## src/pcat_pkg.sv

```systemverilog
// shared types and constants of the pci configuration address translator
package pcat_pkg;

   localparam int CSR_DATA_W = 64;
   localparam int ADDR_W     = 64;
   localparam int DESC_W     = 33;
   localparam int REL_W      = 28;

   localparam logic [31:0] LEGACY_ENABLE    = 32'h8000_0000;
   localparam logic [15:0] LEGACY_DATA_PORT = 16'h0CFC;

   localparam logic [2:0] SIZE_BYTE  = 3'd1;
   localparam logic [2:0] SIZE_WORD  = 3'd2;
   localparam logic [2:0] SIZE_DWORD = 3'd4;

   // window descriptor as laid out in the register
   typedef struct packed {
      logic        valid;
      logic [15:0] segment;
      logic [7:0]  first_bus;
      logic [7:0]  end_bus;
   } desc_type;

   // request after the window compare
   typedef struct packed {
      logic [7:0]  bus_number;
      logic [4:0]  device_slot;
      logic [2:0]  function_number;
      logic [11:0] reg_offset;
      logic        size_ok;
   } s1_type;

   // request after the window select
   typedef struct packed {
      logic              use_legacy;
      logic [1:0]        window_index;
      logic [ADDR_W-1:0] base;
      logic [REL_W-1:0]  rel;
      logic [31:0]       index_word;
      logic [15:0]       data_port;
      logic              size_ok;
   } s2_type;

   // finished result
   typedef struct packed {
      logic              use_legacy;
      logic [1:0]        window_index;
      logic [ADDR_W-1:0] memory_address;
      logic [31:0]       index_word;
      logic [15:0]       data_port;
      logic              size_ok;
   } rsp_type;

endpackage

```

## src/pcat_csr.sv

```systemverilog
// window base and descriptor registers with their write decode
module pcat_csr #(
   parameter int WINDOWS = 4
) (
   input  logic                              clock,
   input  logic                              reset,
   input  logic                              csr_we,
   input  logic [$clog2(2*WINDOWS)-1:0]      csr_index,
   input  logic [pcat_pkg::CSR_DATA_W-1:0]   csr_wdata,
   output logic [pcat_pkg::ADDR_W-1:0]       window_base [WINDOWS],
   output pcat_pkg::desc_type                window_desc [WINDOWS]
);
   import pcat_pkg::*;

   localparam int IdxW = $clog2(2*WINDOWS);

   logic [ADDR_W-1:0] base_ff [WINDOWS];
   logic [ADDR_W-1:0] base_in [WINDOWS];
   desc_type          desc_ff [WINDOWS];
   desc_type          desc_in [WINDOWS];

   for (genvar w = 0; w < WINDOWS; w++) begin : g_win
      always_comb begin
         base_in[w] = base_ff[w];
         desc_in[w] = desc_ff[w];
         if (csr_we && csr_index == IdxW'(2*w)) begin
            base_in[w] = csr_wdata;
         end
         if (csr_we && csr_index == IdxW'(2*w + 1)) begin
            desc_in[w] = desc_type'(csr_wdata[DESC_W-1:0]);
         end
      end

      always_ff @(posedge clock) begin
         if (reset) begin
            base_ff[w] <= '0;
            desc_ff[w] <= '0;
         end else begin
            base_ff[w] <= base_in[w];
            desc_ff[w] <= desc_in[w];
         end
      end

      assign window_base[w] = base_ff[w];
      assign window_desc[w] = desc_ff[w];
   end

endmodule

```

## src/pci_config_address_translator_unit.sv

```systemverilog
// Translates a PCI configuration access into an ECAM memory address, or
// into the legacy 0xCF8 index word and 0xCFC data port when no window
// matches. One request is taken every cycle while the pipe is not backed
// up; a result passes through the three register stages: window compare,
// window select with offset build, and the 64-bit base add. A stalled
// result backs up the stages one by one, so empty stages still take new
// requests. The user must write windows through the csr port only while no
// request is in flight; the block does not enforce this. All windows are
// invalid after reset.
module pci_config_address_translator_unit #(
   parameter int WINDOWS = 4
) (
   input  logic                            clock,
   input  logic                            reset,
   input  logic                            csr_we,
   input  logic [$clog2(2*WINDOWS)-1:0]    csr_index,
   input  logic [pcat_pkg::CSR_DATA_W-1:0] csr_wdata,
   input  logic                            req_valid,
   output logic                            req_stall,
   input  logic [15:0]                     req_segment,
   input  logic [7:0]                      req_bus_number,
   input  logic [4:0]                      req_device_slot,
   input  logic [2:0]                      req_function_number,
   input  logic [11:0]                     req_reg_offset,
   input  logic [2:0]                      req_access_size,
   output logic                            rsp_valid,
   input  logic                            rsp_stall,
   output logic                            rsp_use_legacy,
   output logic [1:0]                      rsp_window_index,
   output logic [pcat_pkg::ADDR_W-1:0]     rsp_memory_address,
   output logic [31:0]                     rsp_index_word,
   output logic [15:0]                     rsp_data_port,
   output logic                            rsp_size_ok
);
   import pcat_pkg::*;

   logic [ADDR_W-1:0] window_base [WINDOWS];
   desc_type          window_desc [WINDOWS];

   pcat_csr #(.WINDOWS(WINDOWS)) u_csr (
      .clock       (clock),
      .reset       (reset),
      .csr_we      (csr_we),
      .csr_index   (csr_index),
      .csr_wdata   (csr_wdata),
      .window_base (window_base),
      .window_desc (window_desc)
   );

   logic               s1_valid_ff, s1_valid_in;
   s1_type             s1_ff, s1_in;
   logic [WINDOWS-1:0] s1_match_ff, s1_match_in;
   logic               s2_valid_ff, s2_valid_in;
   s2_type             s2_ff, s2_in;
   logic               s3_valid_ff, s3_valid_in;
   rsp_type            s3_ff, s3_in;
   logic               ready1, ready2, ready3;

   // a stage loads when it is empty or the next one loads
   assign ready3    = !s3_valid_ff || !rsp_stall;
   assign ready2    = !s2_valid_ff || ready3;
   assign ready1    = !s1_valid_ff || ready2;
   assign req_stall = !ready1;

   // stage 1: per-window compare
   always_comb begin
      for (int w = 0; w < WINDOWS; w++) begin
         s1_match_in[w] = window_desc[w].valid &&
                          window_desc[w].segment == req_segment &&
                          window_desc[w].first_bus <= req_bus_number &&
                          window_desc[w].end_bus >= req_bus_number;
      end
      s1_in.bus_number      = req_bus_number;
      s1_in.device_slot     = req_device_slot;
      s1_in.function_number = req_function_number;
      s1_in.reg_offset      = req_reg_offset;
      s1_in.size_ok         = req_access_size == SIZE_BYTE ||
                              req_access_size == SIZE_WORD ||
                              req_access_size == SIZE_DWORD;
      s1_valid_in           = ready1 ? req_valid : s1_valid_ff;
   end

   // stage 2: lowest matching window wins
   always_comb begin
      logic              found;
      logic [1:0]        widx;
      logic [ADDR_W-1:0] base;
      logic [7:0]        start;
      found = 1'b0;
      widx  = '0;
      base  = '0;
      start = '0;
      for (int w = WINDOWS - 1; w >= 0; w--) begin
         if (s1_match_ff[w]) begin
            found = 1'b1;
            widx  = 2'(w);
            base  = window_base[w];
            start = window_desc[w].first_bus;
         end
      end
      s2_in.use_legacy   = !found;
      s2_in.window_index = found ? widx : 2'd0;
      s2_in.base         = base;
      s2_in.rel          = {s1_ff.bus_number - start, s1_ff.device_slot,
                            s1_ff.function_number, s1_ff.reg_offset};
      s2_in.index_word   = LEGACY_ENABLE |
                           {8'd0, s1_ff.bus_number, s1_ff.device_slot,
                            s1_ff.function_number, s1_ff.reg_offset[7:2], 2'b00};
      s2_in.data_port    = LEGACY_DATA_PORT | {14'd0, s1_ff.reg_offset[1:0]};
      s2_in.size_ok      = s1_ff.size_ok;
      s2_valid_in        = ready2 ? s1_valid_ff : s2_valid_ff;
   end

   // stage 3: base add and path gating
   always_comb begin
      s3_in.use_legacy     = s2_ff.use_legacy;
      s3_in.window_index   = s2_ff.window_index;
      s3_in.memory_address = s2_ff.use_legacy ? '0 :
                             s2_ff.base + ADDR_W'(s2_ff.rel);
      s3_in.index_word     = s2_ff.use_legacy ? s2_ff.index_word : 32'd0;
      s3_in.data_port      = s2_ff.use_legacy ? s2_ff.data_port : 16'd0;
      s3_in.size_ok        = s2_ff.size_ok;
      s3_valid_in          = ready3 ? s2_valid_ff : s3_valid_ff;
   end

   always_ff @(posedge clock) begin
      if (reset) begin
         s1_valid_ff <= 1'b0;
         s2_valid_ff <= 1'b0;
         s3_valid_ff <= 1'b0;
      end else begin
         s1_valid_ff <= s1_valid_in;
         s2_valid_ff <= s2_valid_in;
         s3_valid_ff <= s3_valid_in;
      end
   end

   always_ff @(posedge clock) begin
      if (ready1 && req_valid) begin
         s1_ff       <= s1_in;
         s1_match_ff <= s1_match_in;
      end
      if (ready2 && s1_valid_ff) begin
         s2_ff <= s2_in;
      end
      if (ready3 && s2_valid_ff) begin
         s3_ff <= s3_in;
      end
   end

   assign rsp_valid          = s3_valid_ff;
   assign rsp_use_legacy     = s3_ff.use_legacy;
   assign rsp_window_index   = s3_ff.window_index;
   assign rsp_memory_address = s3_ff.memory_address;
   assign rsp_index_word     = s3_ff.index_word;
   assign rsp_data_port      = s3_ff.data_port;
   assign rsp_size_ok        = s3_ff.size_ok;

   // a request is held off only when the whole pipe is backed up
   a_stall_full: assert property (@(posedge clock) disable iff (reset)
      req_stall |-> s1_valid_ff && s2_valid_ff && s3_valid_ff && rsp_stall)
      else $error("request stalled with an empty stage");

   // a blocked middle stage keeps its item
   a_s2_hold: assert property (@(posedge clock) disable iff (reset)
      s2_valid_ff && !ready3 |=> s2_valid_ff)
      else $error("stage 2 item lost during stall");

   a_ecam_clean: assert property (@(posedge clock) disable iff (reset)
      rsp_valid && !rsp_use_legacy |-> rsp_index_word == 32'd0 && rsp_data_port == 16'd0)
      else $error("legacy fields set on an ecam result");

   a_legacy_clean: assert property (@(posedge clock) disable iff (reset)
      rsp_valid && rsp_use_legacy |->
         rsp_memory_address == '0 && rsp_window_index == 2'd0 && rsp_index_word[31])
      else $error("malformed legacy result");

endmodule

```

## config.mk

```make
export PLATFORM = sky130hd
export DESIGN_NAME = pci_config_address_translator_unit
export DESIGN_NICKNAME = d
export VERILOG_FILES = /design/src/pcat_pkg.sv /design/src/pcat_csr.sv /design/src/pci_config_address_translator_unit.sv
export SDC_FILE = /design/constraint.sdc
export NUM_CORES = 1
export LEC_CHECK = 0
export BUFFER_PORTS_ARGS = -buffer_cell sky130_fd_sc_hd__buf_2
export CAP_MARGIN = 0
export CORE_MARGIN = 2
export CORE_UTILIZATION = 35
export CTS_CLUSTER_DIAMETER = 30
export DETAILED_ROUTE_END_ITERATION = 12
export PLACE_DENSITY = 0.63
export SETUP_SLACK_MARGIN = 0.5
export SLEW_MARGIN = 25
export SYNTH_ARGS = -nofsm -noshare
export SYNTH_HDL_FRONTEND = slang
export SYNTH_SLANG_ARGS = --single-unit
export TNS_END_PERCENT = 5
```

## constraint.sdc

```tcl
create_clock -name clock -period 12.6 [get_ports clock]
set_input_delay 0 -clock clock [delete_from_list [all_inputs] [get_ports clock]]
set_output_delay 0 -clock clock [all_outputs]
set_load 0.01 [all_outputs]
```

==> impl_results.md <==
- IO Pins: 237
- Startpoint types: flop
- Post-synth top cells: nand2_1 (893), a21oi_1 (606), dfxtp_1 (391)
- Worst-Margin Slew: 1.09 ns
- Slew headroom: 27.6%
- Top cells by area, synth: dfxtp_1 (28%), edfxtp_1 (24%), nand2_1 (12%), a21oi_1 (11%), ha_1 (4.4%)
- Slowest-stage cell, CP: o2111ai_1
- Drt wl/cell: 17.7 microns
- Area after DPL: 29900 sq um
- Via/cell ratio: 5.06
- Area Growth Syn to Fin: 27.4%
- Largest net degree at the start of global routing: 148
- First-iteration detailed-routing DRC count: 1903
- Fraction of layout cells with a size suffix above 1: 14.0%
- Die Height: 288 microns
- Grt ovf: 0
- Status: finished, final reports clean
- Hold Buf Count CTS: 122
- DP Cell Count: 4315
- WL final: 83.2 mm
- Worst endpoint required time: 13.00 ns
- Antenna viol nets, final: 0
- Total CTS buffers: 140
- Port bufs: 221
- Logic pwr share: 6.4%
- Switching pwr: 1.42 mW
- PwrDens: 174 nW/um^2
- R2r setup slk: 9.11 ns
- Lkg Pwr: 13.3 nW
- Clock sink count: 621
- WS Path Type: reg -> reg
- Achievable Freq: 287 MHz
- Row count: 104
- Post-CTS Resized: 0
- Fin. max-slew vios: 0
- Sequential power share: 34.9%
- Ys async rst share: 0%
- Crit path buffers/inverters: 0
- Nets@finish: 3739
- Average size of a mapped cell: 8.63 sq um
- EDFF count, synth: 230
- RSZ-0062 raised after global routing: false
- Netlist cell types: 60
- Post-synth top area share: 27.8%
- TritonCTS clock tree: done
- First-pass GRT wire length: 128 mm
- Vias in the first global route: 22.9k
- Final worst path period share: 27.7%
- Worst path arrival time: 3.89 ns
- HP Class: in -> reg
- Pint: 4.84 mW
- Sw Share: 22.7%
- Initial antenna violation count: 6
- Clk_skew: 0.0328 ns
- # H-tree levels: 4
- Cell Area, Synth: 28200 sq um
- Clock Path Buffers: 3
- Hold Fails Final Rpt: 0
- Core ar.: 80200 sq um
- Die area: 82900 sq um
- Placed wire-length estimate: 50.6 mm
- Routability Congestion: 0.867
- Total negative slack: 0 ns
- Die Wd: 288 microns
- Drt pass-1 iters: 5
- Post-layout power: 6.27 mW
- Final Cell Area: 35900 sq um
- Setup bufs post-CTS: 0
- VDD IR max: 0.134 mV
- Setup violators final: 0
- Top FF cell, synth: dfxtp_1
- Cell family with most CP delay: compound AO/OA/AOI/OAI gates
- Setup crit end kind: flop
- Top cell type by total area after synthesis: dfxtp_1
- Worst Path Max Fanout: 8
- Top-count cell post-synth: nand2_1
- Final worst setup slack: 9.11 ns
- Clk root buf: clkbuf_16
- Total of max-cap violations: 0
- Via count: 23.8k
- Final Non-Filler Cells: 4694
- Sequential share of the synthesized area: 52.2%
- Worst setup slack after placement: 9.15 ns
- FF+latch count, synth: 621
- Clk pwr share: 58.7%
- Synth warnings: 0
- Initial core utilization: 35.2%
- Crit-path cells: ha_1, fa_1, a211o_1, a211oi_1, o32a_1, a211oi_4, o2111ai_1, or3_1, a21oi_1
- Fin crit period: 3.49 ns
- Delay of the slowest critical-path stage: 0.49 ns
- Reg clk slew, reported paths: 0.05 ns
- All-Layer GR Usage: 19.7%
- Clk_lat worst skew: 0.70 ns
- Mapped Cells: 3267
- DRC: 0
[routing by layer]
layer	GRT usage [%]	routed length, microns
met1	25.9	37200
met2	31.8	38700
met3	3.84	4900
met4	7.64	2390
met5	0	13
[worst reg2reg max path, stage by stage, from the launching register on]
cell	delay [ns]
edfxtp_1	0.38
ha_1	0.24
fa_1	0.43
a211o_1	0.35
a211oi_1	0.47
o32a_1	0.43
a211oi_4	0.16
o2111ai_1	0.49
or3_1	0.19
a21oi_1	0.06
[power by group through the flow]
| stage | logic (mW) | clock network, mW | registers [mW] |
|---|---|---|---|
| 6_report | 0.398 | 3.68 | 2.19 |
| 5_1_grt | 0.439 | 3.83 | 2.20 |
| 4_1_cts | 0.395 | 3.73 | 2.19 |
| 3_5_place_dp | 0.362 | 0 | 2.23 |
| 3_3_place_gp | 0.357 | 0 | 2.23 |
| 2_1_floorplan | 0.242 | 0 | 2.22 |
[flip-flops by register name, summed over array words and instances (netlist names), 2 cells and up]
signal / cells
rsp_index_word: 22
rsp_window_index: 2
rsp_data_port: 3
u_csr.desc_ff: 132
rsp_memory_address: 64
s1_match_ff: 4
s2_ff: 104
u_csr.base_ff: 256
s1_ff: 29
[cell type report]
| cell class | count | area (sq um) |
|---|---|---|
| Fill cell | 7675 | 44200 |
| Inverter | 31 | 116 |
| Tap cell | 1060 | 1330 |
| Clock inverter | 69 | 901 |
| Timing Repair Buffer | 368 | 2550 |
| Clock buffer | 183 | 3930 |
| Sequential cell | 621 | 14700 |
| Multi-Input combinational cell | 2357 | 12400 |
| Antenna cell | 5 | 12.5 |
[final timing paths]
check	from	endpoint	depth (start not counted)
max reg2reg	s2_ff[49]	rsp_memory_address[58]	9
min reg2reg	s2_ff[0]	rsp_size_ok	0
max	s2_ff[49]	rsp_memory_address[58]	9
min	req_bus_number[4]	s1_ff[25]	2
[cells in the final DEF, fill, tap and decap left out, types with 29 or more instances in the layout]
master,instances
a21o_1,30
a21oi_1,606
and3_1,83
buf_2,220
clkbuf_16,143
dfxtp_1,391
dlygate4sd3_1,122
edfxtp_1,230
ha_1,99
inv_1,29
nand2_1,891
nand4_1,33
nor2_1,151
o21ai_0,116
xnor2_1,83
[logic make-up after synthesis]
family	Yosys count	synth area share, %
flops	621	52.2
simple gates	1310	19.7
fa+ha+maj	101	4.53
buf+inv	303	4.53
xor+xnor	103	3.20
mux	8	0.319
other cells	1	0.0133
compound gates	820	15.5
[per-stage QoR]
stage               utilization [%]  hold slack, ns
global route                   44.8          0.0232
CTS                            44.8        0.000533
detailed placement             37.3           0.178
global placement               37.2           0.179
floorplan                         -          0.0989
finish                         44.8          0.0350
Power figures use the tool's default switching activity.
